**config.mk**
```make
export PLATFORM = sky130hd
export DESIGN_NAME = dsed_lane
export DESIGN_NICKNAME = d
export VERILOG_FILES = /design/src/rtl/dsed_pkg.sv /design/src/rtl/dsed_lane.sv
export SDC_FILE = /design/constraint.sdc
export NUM_CORES = 1
export LEC_CHECK = 0
export ABC_AREA = 1
export BUFFER_PORTS_ARGS = -buffer_cell sky130_fd_sc_hd__clkbuf_2
export CORE_MARGIN = 2
export CORE_UTILIZATION = 41
export DETAILED_ROUTE_END_ITERATION = 10
export GPL_TIMING_DRIVEN = 0
export PLACE_DENSITY = 0.83
export SKIP_CTS_REPAIR_TIMING = 1
export SLEW_MARGIN = 10
export SYNTH_ARGS = -nofsm -noshare
export SYNTH_HDL_FRONTEND = slang
export SYNTH_SLANG_ARGS = --single-unit
```
**constraint.sdc**
```tcl
create_clock -name aclk -period 1 [get_ports aclk]
set_input_delay 0 -clock aclk [delete_from_list [all_inputs] [get_ports aclk]]
set_output_delay 0 -clock aclk [all_outputs]
set_load 0.005 [all_outputs]
```
**src/rtl/dsed_pkg.sv**
```systemverilog
`default_nettype none
// ----------------------------------------------------------------------------
// dsed_pkg
// shared widths, defaults and types of the dog scale-space extremum detector
// ----------------------------------------------------------------------------
package dsed_pkg;

    localparam int PIX_W         = 8;
    localparam int TRIPLE_W      = 3 * PIX_W;
    localparam int LINE_W        = 2 * TRIPLE_W;
    localparam int COORD_W       = 11;
    localparam int CFG_W         = 12;
    localparam int MIN_WIDTH     = 3;
    localparam int WIDTH_RESET   = 640;
    localparam int MAX_WIDTH_DEF  = 2048;
    localparam int MAX_HEIGHT_DEF = 2048;
    localparam int N_LANES       = 9;
    localparam int S_TDATA_W     = 24;
    localparam int M_TDATA_W     = 24;

    // lane verdict for one window position
    typedef struct packed {
        logic max_ok;
        logic min_ok;
    } lane_flags_t;

    typedef logic [TRIPLE_W-1:0] triple_t;

endpackage
`default_nettype wire

```
**src/rtl/dsed_lane.sv**
```systemverilog
`default_nettype none
// ----------------------------------------------------------------------------
// dsed_lane
// compares one window position of all three planes against the centre
// ----------------------------------------------------------------------------
module dsed_lane (
    input  wire logic                       aclk,
    input  wire logic                       en,
    input  wire dsed_pkg::triple_t          triple,
    input  wire logic [dsed_pkg::PIX_W-1:0] centre,
    output dsed_pkg::lane_flags_t           flags
);

    logic [dsed_pkg::PIX_W-1:0] lo;
    logic [dsed_pkg::PIX_W-1:0] mi;
    logic [dsed_pkg::PIX_W-1:0] up;
    dsed_pkg::lane_flags_t      flags_next;
    dsed_pkg::lane_flags_t      flags_reg;

    assign lo = triple[dsed_pkg::PIX_W-1:0];
    assign mi = triple[2*dsed_pkg::PIX_W-1:dsed_pkg::PIX_W];
    assign up = triple[3*dsed_pkg::PIX_W-1:2*dsed_pkg::PIX_W];

    // outer planes strict, middle plane may tie
    always_comb begin
        flags_next.max_ok = (lo < centre) && (mi <= centre) && (up < centre);
        flags_next.min_ok = (lo > centre) && (mi >= centre) && (up > centre);
    end

    always_ff @(posedge aclk) begin
        if (en) begin
            flags_reg <= flags_next;
        end
    end

    assign flags = flags_reg;

endmodule
`default_nettype wire

```
==> results.md <==
- HPWL Detailed: 1410 µm
- Register area share after synthesis: 8.42%
- CTS tree: yes
- Root Driver: clkbuf_4
- Largest family of logic cells by synthesized area: adder cells
- DR WL/cell: 9.95 µm
- Capture point of the worst path: flags[0]
- Fmax achieved: 1.02 GHz
- Final instance area: 0.00110 mm²
- Hold WC Path Type: in2reg
- Post-Route WL: 1610 µm
- Vias per cell: 4.75
- Post-route DRC violation count: 0
- Adder-Cell Fraction of Synth Area: 42.1%
- Worst setup SP type: input port
- Total power: 701 µW
- Sequential cell area: 60.1 µm²
- Data required, critical path: 0.98 ns
- Slew margin rel.: 86.8%
- Max cap viols: 0
- Sw Pwr: 260 µW
- # H-tree levels: 1
- CORE AREA: 0.00169 mm²
- Internal power: 440 µW
- DIE HEIGHT: 45.7 µm
- Grt met3 use: 1.59%
- Largest net degree at the start of global routing: 4
- Area of the multi-input gates: 723 µm²
- GR peak layer: met2
- Ant. Diodes: 0
- Die Span X: 45.7 µm
- Site Rows: 15
- Post-synthesis xor/xnor area fraction: 0%
- Place WS: -0.196 ns
- Slew Limit Fails: 0
- Share of layout cells above drive strength 1: 48.3%
- GP Congestion: 0.771
- Area growth syn-to-layout: 53.7%
- Mapped Cells: 106
- Initial DRT Pass Iterations: 4
- Number of global-route vias before repair: 668
- I/O Buffers: 35
- Final core utilization: 64.9%
- Area fraction in compound gates after synthesis: 8.07%
- Crit path capture type: flip-flop
- Status: completed
- Cell Pwr Density: 639 mW/mm²
- Final std cells w/o fill: 162
- Ports: 36
- Flip-flop count of the largest register after layout: 2
- Sequential share of power: 15.2%
- P_leak: 0.607 nW
- Critical path class: in2reg
- Arrival time at the worst endpoint: 0.95 ns
- Routed Antenna Nets: 0
- Setup TNS: 0 ns
- Met2 GRT Util: 28.5%
- Synth Warn #: 0
- Syn avg cell area: 6.73 µm²
- Clock sinks: 2
- First-pass GRT wire length: 2510 µm
- Mux contribution to synthesized area: 0%
- Synth Net Count: 164
- GRT overflow: 0
- CP startpoint: centre[3]
- Synth cell types: 13
- Max VDD drop: 0.350 mV
- Starting Density: 42.2%
- Final cycle utilization of the critical path: 97.7%
- Sw frac: 37.2%
- Clk pin slew, worst setup/hold paths: 0.03 ns
- Final Hold Fails: 0
- Post-Synth Simple-Gate Area: 30.4%
- Gate power share: 60.0%
- Endpoints failing setup: 0
- Fillers: 145
- Worst Tran Pin Value: 0.197 ns
- Final worst setup slack: 0.0227 ns
- Synthesized area: 713 µm²
- Die area: 0.00209 mm²
- Post-placement cell count: 158
- Clock power share: 24.9%
- CTS buffer count: 3
- Synth Register Bits: 2
- Nets@finish: 205
- Met1 usage: 19.7%
- Worst hold slack: 0.418 ns
- Gr usage total: 16.4%
- Min Clock Period, post-route: 0.977 ns
- Initial antenna violation count: 0
- Vias post-DR: 769
- Post-DP Area: 0.00101 mm²
- Initial drt markers: 9
- Clock tree buffer depth: 2
- Worst-path maximum fanout: 3
==> cell families after synthesis <==
kind of cell / Yosys count
flops: 2
fa+ha+maj: 24
compound gates: 10
simple gates: 49
buf+inv: 21
==> synthesized netlist by cell type (all sizes together) <==
| cell type | n | area, µm² |
|---|---|---|
| nand4 | 1 | 6.26 |
| nand3 | 2 | 20.0 |
| nor3 | 1 | 10.0 |
| ha | 24 | 300 |
| a21o | 3 | 22.5 |
| nor2 | 12 | 52.6 |
| edfxtp | 2 | 60.1 |
| nand3b | 1 | 7.51 |
| a21oi | 7 | 35.0 |
| nand2 | 32 | 120 |
| inv | 21 | 78.8 |
==> worst min-delay path by stage <==
stage / start / cells past startpoint / slack (ns) / to
global placement: en / 1 / 0.22 / flags[0]
global route: triple[7] / 6 / 0.44 / flags[1]
detailed placement: en / 1 / 0.23 / flags[0]
finish: triple[7] / 6 / 0.42 / flags[1]
floorplan: en / 0 / 0.11 / flags[0]
CTS: en / 1 / -0.008 / flags[0]
==> per-layer routing <==
layer / up-vias / wire length, µm
li1: 420 / -
met1: 333 / 715
met2: 16 / 853
met3: 0 / 44
met4: 0 / 0
met5: - / 0
==> worst max-delay path: stages <==
cell      delay (ns)
clkbuf_2        0.11
inv_4           0.09
ha_4            0.21
a21oi_1         0.16
nand2_1         0.08
nand2_1         0.08
nand2_1         0.07
nor2_2          0.12
nor2_2          0.04
==> final cells by class <==
cell class              instances  share of cell area, %
repair buffers                 36                   16.9
flip-flops and latches          2                   5.48
clock buffers                   3                   2.05
inverters                      21                   7.65
well taps                      17                   1.94
multi-input cells              83                   66.0
==> placed cells by master (no fill, tap or decap) <==
master         netlist  routed
a21o_1               3       3
ha_1                24      14
nor2_1               9       5
edfxtp_1             2       2
nor3_2               1       1
clkbuf_2             0      35
inv_1               19      13
nand2_2              0       1
nand4_1              1       1
nor2_2               3       7
clkbuf_4             0       3
nand3b_1             1       1
nand3_2              2       2
dlygate4sd3_1        0       1
nand2_1             32      31
a21oi_1              7       4
a21oi_2              0       3
inv_4                0       2
ha_4                 0      10
inv_2                2       6
==> power by group through the flow <==
stage / sequential [mW] / clock [mW] / combinational (mW)
finish: 0.106 / 0.174 / 0.420
global route: 0.107 / 0.201 / 0.486
CTS: 0.106 / 0.185 / 0.389
detailed placement: 0.107 / 0 / 0.387
global placement: 0.107 / 0 / 0.368
floorplan: 0.108 / 0 / 0.248
Power figures use the tool's default switching activity.
