`config.mk`:
```
export PLATFORM = sky130hd
export DESIGN_NAME = dsed_merge
export DESIGN_NICKNAME = d
export VERILOG_FILES = /design/src/rtl/dsed_pkg.sv /design/src/rtl/dsed_merge.sv
export SDC_FILE = /design/constraint.sdc
export NUM_CORES = 1
export LEC_CHECK = 0
export BUFFER_PORTS_ARGS = -buffer_cell sky130_fd_sc_hd__buf_4
export CORE_MARGIN = 2
export CORE_UTILIZATION = 25
export DETAILED_ROUTE_END_ITERATION = 16
export PLACE_DENSITY = 0.56
export SLEW_MARGIN = 5
export SYNTH_ARGS = -nofsm -noshare
export SYNTH_HDL_FRONTEND = slang
export SYNTH_SLANG_ARGS = --single-unit
```
`constraint.sdc`:
```
create_clock -name aclk -period 3.35 [get_ports aclk]
set_clock_uncertainty 0.2 [all_clocks]
set_input_delay 1.005 -clock aclk [delete_from_list [all_inputs] [get_ports aclk]]
set_output_delay 1.005 -clock aclk [all_outputs]
set_load 0.01 [all_outputs]
```
`src/rtl/dsed_pkg.sv`:
```
`default_nettype none
// ----------------------------------------------------------------------------
// dsed_pkg
// shared widths, defaults and types of the dog scale-space extremum detector
// ----------------------------------------------------------------------------
package dsed_pkg;

    localparam int PIX_W         = 8;
    localparam int TRIPLE_W      = 3 * PIX_W;
    localparam int LINE_W        = 2 * TRIPLE_W;
    localparam int COORD_W       = 11;
    localparam int CFG_W         = 12;
    localparam int MIN_WIDTH     = 3;
    localparam int WIDTH_RESET   = 640;
    localparam int MAX_WIDTH_DEF  = 2048;
    localparam int MAX_HEIGHT_DEF = 2048;
    localparam int N_LANES       = 9;
    localparam int S_TDATA_W     = 24;
    localparam int M_TDATA_W     = 24;

    // lane verdict for one window position
    typedef struct packed {
        logic max_ok;
        logic min_ok;
    } lane_flags_t;

    typedef logic [TRIPLE_W-1:0] triple_t;

endpackage
`default_nettype wire

```
`src/rtl/dsed_merge.sv`:
```
`default_nettype none
// ----------------------------------------------------------------------------
// dsed_merge
// combines the lane verdicts and holds the result register
// ----------------------------------------------------------------------------
module dsed_merge (
    input  wire logic                                        aclk,
    input  wire logic                                        aresetn,
    input  wire logic                                        en,
    input  wire logic                                        in_valid,
    input  wire logic                                        in_judge,
    input  wire logic [dsed_pkg::COORD_W-1:0]                in_row,
    input  wire logic [dsed_pkg::COORD_W-1:0]                in_col,
    input  wire dsed_pkg::lane_flags_t [dsed_pkg::N_LANES-1:0] lane_flags,
    output logic                                             out_valid,
    output logic                                             out_centre_valid,
    output logic                                             out_is_extremum,
    output logic      [dsed_pkg::COORD_W-1:0]                out_row,
    output logic      [dsed_pkg::COORD_W-1:0]                out_col
);

    logic                          all_max;
    logic                          all_min;
    logic                          valid_reg;
    logic                          centre_valid_reg;
    logic                          is_extremum_reg;
    logic [dsed_pkg::COORD_W-1:0]  row_reg;
    logic [dsed_pkg::COORD_W-1:0]  col_reg;

    always_comb begin
        all_max = 1'b1;
        all_min = 1'b1;
        for (int i = 0; i < dsed_pkg::N_LANES; i++) begin
            all_max = all_max & lane_flags[i].max_ok;
            all_min = all_min & lane_flags[i].min_ok;
        end
    end

    always_ff @(posedge aclk) begin
        if (!aresetn) begin
            valid_reg <= 1'b0;
        end else if (en) begin
            valid_reg <= in_valid;
        end
    end

    always_ff @(posedge aclk) begin
        if (en && in_valid) begin
            centre_valid_reg <= in_judge;
            is_extremum_reg  <= in_judge && (all_max || all_min);
            row_reg          <= in_judge ? in_row : '0;
            col_reg          <= in_judge ? in_col : '0;
        end
    end

    assign out_valid        = valid_reg;
    assign out_centre_valid = centre_valid_reg;
    assign out_is_extremum  = is_extremum_reg;
    assign out_row          = row_reg;
    assign out_col          = col_reg;

endmodule
`default_nettype wire

```
==> qor.yml, run 1 <==
floorplan:
  rows: 22
  core_um2: 3660
  die_h_um: 65.8
  io-pin-count: 70
  dieArea_um2: 4330
  initial_core_util_pct: 26.1
  die-width_um: 65.8
route:
  routedWlPerCell_um: 11.8
  wirelength_um: 2120
  drtIter0Drc: 8
  routed_via_density: 3.94
  num_vias: 709
  drc: 0
  drt_pass1_iterations: 3
  antenna_left: 0
power:
  p_clk_share_pct: 26.6
  vdd_drop_max_mv: 0.167
  p_sw_uw: 127
  powerDensity_nw_per_um2: 406
  internal-power_uw: 513
  switching_share_pct: 19.8
  power_frac_seq_pct: 57.9
  comb_power_share_pct: 15.5
  p_leak_uw: 0.000648
synth:
  synth_cell_types: 10
  synth_top_family_by_area: "simple AND/OR/NAND/NOR gates"
  ys_seq_area_share_pct: 77.6
  yosys.area_share.adder_pct: 0
  syn_nets: 105
  yosysWarningCount: 0
  syn_inst: 60
  synth_compound_area_share_pct: 1.57
  avgSynthCellArea_um2: 15.9
  synth_area_um2: 955
  synth-xor-area-share_pct: 0
  yosys_register_bits: 25
  synth_simple_gate_area_share_pct: 19.8
  synthMuxAreaShare_pct: 0
setup_path:
  r2r_cells: 2
  required_ns: 3.11
  critical_path.max_fanout: 14
  arrival_ns: 1.85
  critPathLaunchType: "primary input"
  worstSetupPathType: "primary input to flop"
  crit_path_end_kind: "flop"
worst_hold_path:
  whs_path_depth: 2
  min_path_type: "flop to flop"
global_routing:
  gr-usage-all-layers_pct: 10.3
  antenna_found_initial: 0
  grt_pass1_vias: 740
  grt_max_degree: 26
  globalRouteOverflowTotal: 0
  grt_pass1_wl_um: 3330
layout:
  mostFrequentLayoutCells: "buf_4, edfxtp_1, and2_1, nand4_1, clkbuf_8"
  diodes: 0
  final_cells: 180
  final_common_cell: "buf_4"
  drive_gt1_share_pct: 55.3
  area_growth_syn_to_layout_pct: 65.0
  finalNetCount: 178
timing:
  relSlewSlack_pct: 65.3
  finalCriticalPeriod_ns: 2.09
  final-hold-violation-count: 0
  setup_viol: 0
  setup-tns-final_ns: 0
  period_share_pct: 62.4
  max_clock_freq_ghz: 0.479
  worst_pin_slew_ns: 0.520
  rsz0062_at_grt: "false"
  drv_slew: 0
clocking:
  cts_tree: "yes"
  post_cts_resized: 0
  cts_buffer_depth: 2
  cts_hold_buf: 0
  cts_max_level: 1
  clock-root-buffer: "clkbuf_8"
  cts_made_buffers: 3
  path_clk_slew_ns: 0.08
  clock_latency_ns: 0.26
  cts_setup_buffers: 0
  clkSinkCount: 25
placement:
  gp_congestion: 0.624
  numPortBuffers: 69
  placed_cells: 176
run:
  maxCapViolCount: 0
outcome:
  run_status: "completed"
==> worst paths after layout <==
path | end | slack, ns | start
worst min register to register | out_valid | 0.40 | out_valid
worst max-delay path | out_col[5] | 1.26 | en
worst min-delay path | out_valid | 0.40 | out_valid
worst max register to register | out_valid | 2.46 | out_valid
==> power by group through the flow <==
| stage | clock [uW] | combinational (uW) | sequential, uW |
|---|---|---|---|
| 6_report | 170 | 99.2 | 370 |
| 5_1_grt | 194 | 109 | 372 |
| 4_1_cts | 177 | 101 | 371 |
| 3_5_place_dp | 0 | 101 | 378 |
| 3_3_place_gp | 0 | 99.4 | 378 |
| 2_1_floorplan | 0 | 17.3 | 388 |
==> cells in the mapped netlist <==
cell      number  area share (%)
o21a_1         1            0.79
buf_2          2             1.0
and2_1        23              15
or3_1          1            0.66
o31ai_1        1            0.79
dfxtp_1        1             2.1
nand2_1        2            0.79
nor2b_1        1            0.66
edfxtp_1      24              75
nand4_1        4             2.6
==> critical path: stages <==
cell    delay (ns)
buf_4         0.08
and2_1        0.45
buf_4         0.31
==> state kept, by name (all words and copies together) (netlist names) <==
signal and cells:
out_centre_valid 1, out_is_extremum 1, out_row 11, out_col 11, out_valid 1
==> cell families (layout without fill, tap and decap cells) <==
| kind of cell | Yosys count | after routing |
|---|---|---|
| AND/OR/NAND/NOR | 31 | 31 |
| flip-flops | 25 | 25 |
| AO/OA/AOI/OAI | 2 | 2 |
| buffers and inverters | 2 | 74 |
==> metrics by stage <==
step	setup WS (ns)	area [um^2]	util (%)	power (uW)	hold WS [ns]
3_5_place_dp	0.950	1530	41.8	479	0.367
3_3_place_gp	0.982	1530	41.8	477	0.406
2_1_floorplan	1.13	955	-	406	0.414
5_1_grt	1.17	1580	43.0	675	0.460
6_report	1.26	1580	43.0	640	0.403
4_1_cts	1.24	1580	43.0	649	0.401
==> layer usage <==
layer  up-vias  GRT usage [%]  share of wire (%)
met5         -              0                  0
met4         0           4.69               0.47
met3         2           5.45                 14
met2        46           17.7                 50
met1       304           10.2                 36
li1        357              -                  -
==> area by class of cell <==
class / instances / area, um^2
Clock buffer: 4 / 45.0
Fill cell: 348 / 2090
Multi-Input combinational cell: 33 / 204
Sequential cell: 25 / 741
Tap cell: 48 / 60.1
Timing Repair Buffer: 70 / 526
(Power assumes the default switching activity.)
==> run 2: changes to the inputs <==
Settings changed: ABC_AREA set to 1, PLACE_DENSITY 0.56 to 0.57.
Clock period 3.35 ns to 1.7 ns, I/O delays scaled along.
==> qor.yml, run 2 <==
outcome:
  run_status: "completed"  # unchanged
setup_path:
  required_ns: 0.99  # was 3.11 ns
  cp_top_family: "flip-flops"  # was simple AND/OR/NAND/NOR gates
  crit_path_end_kind: "output pin"  # was flop
  r2r_cells: 2  # unchanged
  critical_path.max_fanout: 1  # was 14
  slowest_stage: "edfxtp_1"  # was and2_1
  arrival_ns: 0.81  # was 1.85 ns
  crit_cells: 1  # was 3
  worstPathBufferInverterCount: 1  # was 2
  worstSetupPathType: "flop to output pin"  # was primary input to flop
  slowest_delay_ns: 0.39  # was 0.45 ns
  path_cells: "buf_4"  # was buf_4, and2_1, buf_4
  critPathLaunchType: "flop"  # was primary input
synth:
  synth_common_cells: "nand2_1, inv_1, edfxtp_1"  # was edfxtp_1, and2_1, nand4_1
  syn_inst: 95  # was 60
  synth_area_um2: 1030  # was 955 um^2
  yosys.area.top_type: "edfxtp_1"  # unchanged
  async_flop_share_pct: 0  # unchanged
  yosys_register_bits: 25  # unchanged
  yosysWarningCount: 0  # unchanged
  ys_seq_area_share_pct: 72.0  # was 77.6%
  syn_nets: 140  # was 105
  synth_top_area_share_pct: 70.1  # was 75.5%
  synth_cell_types: 10  # unchanged
  yosysMostFrequentCell: "nand2_1"  # was edfxtp_1
  synthFlopType: "edfxtp_1"  # unchanged
  synth_edf_count: 24  # unchanged
  avgSynthCellArea_um2: 10.8  # was 15.9 um^2
  yosys-top-cells-area: "edfxtp_1, nand2_1, inv_1"  # was edfxtp_1, and2_1, nand4_1
timing:
  final-hold-violation-count: 0  # unchanged
  setup_viol: 0  # unchanged
  worst_hold_slack_ns: 0.292  # was 0.403 ns
  relSlewSlack_pct: 84.6  # was 65.3%
  drv_slew: 0  # unchanged
  finalCriticalPeriod_ns: 1.52
  setup-tns-final_ns: 0  # unchanged
  max_clock_freq_ghz: 0.658
  period_share_pct: 89.4
  worst_pin_slew_ns: 0.231  # was 0.520 ns
  rsz0062_at_grt: "false"  # unchanged
layout:
  area_growth_syn_to_layout_pct: 61.4  # was 65.0%
  finalNetCount: 214  # was 178
  final_core_util_pct: 41.8  # was 43.0%
  mostFrequentLayoutCells: "buf_4, nand2_1, inv_1, edfxtp_1, nor2_1"  # was buf_4, edfxtp_1, and2_1, nand4_1, clkbuf_8
  drive_gt1_share_pct: 44.6  # was 55.3%
  final_common_cell: "buf_4"  # unchanged
  diodes: 0  # unchanged
clocking:
  cts_hold_buf: 0  # unchanged
  cts_tree: "yes"  # unchanged
  clock-root-buffer: "clkbuf_8"  # unchanged
  clock_latency_ns: 0.26  # about the same
  cts_made_buffers: 3  # unchanged
  clkSinkCount: 25  # unchanged
  cts_max_level: 1  # unchanged
  cts_setup_buffers: 0  # unchanged
  path_clk_slew_ns: 0.08  # about the same
  cts_buffer_depth: 2  # unchanged
  post_cts_resized: 0  # unchanged
floorplan:
  io-pin-count: 70  # unchanged
  core_um2: 3970  # was 3660 um^2
  dieArea_um2: 4640  # was 4330 um^2
  rows: 23  # was 22
  die_h_um: 68.1  # was 65.8 um
  initial_core_util_pct: 25.9  # was 26.1%
  die-width_um: 68.1  # was 65.8 um
placement:
  gp_congestion: 0.685  # was 0.624
  dp_hpwl_um: 1830
  numPortBuffers: 69  # unchanged
route:
  drc: 0  # unchanged
  num_vias: 841  # was 709
  drt_pass1_iterations: 4  # was 3
  drtIter0Drc: 34  # was 8
  antenna_left: 0  # unchanged
  routed_via_density: 3.86  # was 3.94
  wirelength_um: 2140  # was 2120 um
  routedWlPerCell_um: 9.82  # was 11.8 um
power:
  vdd_drop_max_mv: 0.247  # was 0.167 mV
  powerDensity_nw_per_um2: 766  # was 406 nW/um^2
  p_leak_uw: 0.000874  # was 0.000648 uW
run:
  maxCapViolCount: 0  # unchanged
global_routing:
  grt_pass1_wl_um: 3060  # was 3330 um
  grt_pass1_vias: 783  # was 740
  grt_max_degree: 25  # was 26
  globalRouteOverflowTotal: 0  # unchanged
  antenna_found_initial: 0  # unchanged
  gr-usage-all-layers_pct: 8.68  # was 10.3%
worst_hold_path:
  min_path_type: "flop to flop"  # unchanged
  whs_path_depth: 2  # unchanged
==> run 2: cell count changes in the layout (fill, tap and decap cells not counted), moves of 4 or more <==
cell,previous run,this run
nand2_1,2,32
inv_1,0,28
nor2_1,0,4
and2_1,23,0
nand4_1,4,0
==> run 2: per-stage QoR <==
stage | std cells | total power (uW) | worst slack (ns) | instance area [um^2]
global placement | 214 | 955 | 0.269 | 1610
detailed placement | 214 | 960 | 0.265 | 1610
finish | 218 | 1270 | 0.180 | 1660
floorplan | 95 | 810 | 0.0795 | 1030
global route | 218 | 1340 | 0.142 | 1660
CTS | 218 | 1300 | 0.167 | 1660
==> run 2: layout make-up <==
type	instances	area, um^2
Fill cell	421	2310
Sequential cell	25	741
Multi-Input combinational cell	40	160
Tap cell	50	62.6
Clock buffer	3	41.3
Clock inverter	1	5.00
Inverter	28	105
Timing Repair Buffer	71	546
==> run 2: logic make-up (layout without fill, tap and decap cells) <==
logic type | count (synthesis) | in the layout | share of synthesized area [%]
compound gates | 2 | 2 | 1.22
buf+inv | 30 | 103 | 12.4
flops | 25 | 25 | 72.0
simple gates | 38 | 38 | 14.4
==> run 2: path summary, 6_finish.rpt <==
path	startpoint	endpoint	slack, ns
worst max-delay path	out_centre_valid	out_centre_valid	0.18
worst min-delay path	out_valid	out_valid	0.29
worst max register to register	out_valid	out_valid	0.88
worst min register to register	out_valid	out_valid	0.29
==> run 2: metal layers <==
layer  global-route usage, %  up-vias  wire length, um
met4                    3.75        0               25
met5                       0        -                0
li1                        -      429                -
met2                    17.5       38             1220
met1                    8.68      372              717
met3                    1.15        2              175
==> run 2: report_power, final <==
part / total, uW / switching (uW) / internal (uW)
Sequential: 730 / 10.8 / 719
Clock: 331 / 168 / 163
Combinational: 212 / 84.7 / 127
==> run 3: changes to the inputs <==
Settings changed: PLACE_DENSITY 0.57 to unset, PLACE_DENSITY_LB_ADDON set to 0.3.
Clock period 1.7 ns to 1.8 ns, I/O delays scaled along.
==> qor.yml, run 3 (same netlist as run 2, synthesis figures left out) <==
timing:
  period_share_pct: 85.6
  worst_hold_slack_ns: 0.279  # was 0.292 ns
  setup-tns-final_ns: 0  # unchanged
  timing.final.ws_setup_ns: 0.260  # was 0.180 ns
  rsz0062_at_grt: "false"  # unchanged
  setup_viol: 0  # unchanged
  worst_pin_slew_ns: 0.240  # was 0.231 ns
  finalCriticalPeriod_ns: 1.54
  drv_slew: 0  # unchanged
  final-hold-violation-count: 0  # unchanged
  max_clock_freq_ghz: 0.649
  relSlewSlack_pct: 84.0  # was 84.6%
route:
  drt_pass1_iterations: 2  # was 4
  drc: 0  # unchanged
  wirelength_um: 2150  # was 2140 um
  routedWlPerCell_um: 9.90  # was 9.82 um
  routed_via_density: 3.87  # was 3.86
  antenna_left: 0  # unchanged
  num_vias: 839  # was 841
  drtIter0Drc: 38  # was 34
clocking:
  cts_buffer_depth: 2  # unchanged
  cts_max_level: 1  # unchanged
  clkSinkCount: 25  # unchanged
  path_clk_slew_ns: 0.09  # was 0.08 ns
  post_cts_resized: 0  # unchanged
  cts_hold_buf: 0  # unchanged
  clock-root-buffer: "clkbuf_8"  # unchanged
  cts_tree: "yes"  # unchanged
  cts_made_buffers: 3  # unchanged
  clock_latency_ns: 0.26  # about the same
  cts_setup_buffers: 0  # unchanged
power:
  powerDensity_nw_per_um2: 733  # was 766 nW/um^2
  vdd_drop_max_mv: 0.273  # was 0.247 mV
  p_leak_uw: 0.000866  # was 0.000874 uW
  total_power_uw: 1210  # was 1270 uW
placement:
  dpl_cell_area_um2: 1610  # about the same
  gp_congestion: 0.619  # was 0.685
  pre_cts_ws_ns: 0.330  # was 0.265 ns
  numPortBuffers: 69  # unchanged
  dp_hpwl_um: 1700  # was 1830 um
floorplan:
  die-width_um: 68.1  # unchanged
  die_h_um: 68.1  # unchanged
  initial_core_util_pct: 25.9  # unchanged
  rows: 23  # unchanged
  core_um2: 3970  # unchanged
  io-pin-count: 70  # unchanged
  dieArea_um2: 4640  # unchanged
setup_path:
  path_cells: "buf_4"  # unchanged
  worstSetupPathType: "flop to output pin"  # unchanged
  crit_path_end_kind: "output pin"  # unchanged
  worstPathBufferInverterCount: 1  # unchanged
  cp_top_family: "flip-flops"  # unchanged
  slowest_stage: "edfxtp_1"  # unchanged
  critPathLaunchType: "flop"  # unchanged
  required_ns: 1.06  # was 0.99 ns
  arrival_ns: 0.80  # was 0.81 ns
  critical_path.max_fanout: 1  # unchanged
  slowest_delay_ns: 0.39  # about the same
worst_hold_path:
  min_path_type: "flop to flop"  # unchanged
global_routing:
  antenna_found_initial: 0  # unchanged
  busiest_layer: "met2"  # unchanged
  globalRouteOverflowTotal: 0  # unchanged
  grt_pass1_wl_um: 3210  # was 3060 um
  grtUsageMet2_pct: 18.0  # was 17.5%
  grt_pass1_vias: 799  # was 783
  met1_usage_pct: 9.81  # was 8.68%
  gr-usage-all-layers_pct: 9.41  # was 8.68%
  grt.met3_usage_pct: 2.14  # was 1.15%
  grt_max_degree: 25  # unchanged
layout:
  mostFrequentLayoutCells: "buf_4, nand2_1, inv_1, edfxtp_1, nor2_1"  # unchanged
  diodes: 0  # unchanged
  area_growth_syn_to_layout_pct: 60.6  # was 61.4%
  design_area_um2: 1650  # was 1660 um^2
  finalNetCount: 213  # was 214
  final_common_cell: "buf_4"  # unchanged
  drive_gt1_share_pct: 43.7  # was 44.6%
run:
  maxCapViolCount: 0  # unchanged
outcome:
  run_status: "completed"  # unchanged
[run 3: per-layer routing]
metal	up-vias	wire length [um]
met1	362	846
met4	0	11
met5	-	0
met2	48	1030
met3	2	266
li1	427	-
[run 3: final cells by class]
| cell class | count | area, um^2 |
|---|---|---|
| fillers | 437 | 2320 |
| flip-flops and latches | 25 | 741 |
| well taps | 50 | 62.6 |
| multi-input cells | 40 | 160 |
| inverters | 28 | 105 |
| repair buffers | 70 | 538 |
| clock buffers | 4 | 45.0 |
[run 3: path summary, 6_finish.rpt]
check / from / to / slack [ns] / depth (start not counted)
worst max-delay path: out_row[7] / out_row[7] / 0.26 / 1
worst min register to register: out_valid / out_valid / 0.28 / 2
worst min-delay path: out_valid / out_valid / 0.28 / 2
worst max register to register: out_valid / out_valid / 1.01 / 2
[run 3: stage by stage]
| step | utilization [%] | cells |
|---|---|---|
| finish | 41.6 | 217 |
| global route | 41.6 | 217 |
| CTS | 41.6 | 217 |
| detailed placement | 40.5 | 213 |
| global placement | 40.5 | 213 |
| floorplan | - | 95 |
[run 3: power by group]
group          leakage [uW]  internal, uW  total (uW)  switching [uW]
logic              0.000626           119         198            79.1
clock network     0.0000228           158         324             167
registers          0.000218           679         689            9.88
total              0.000866           955        1210             256
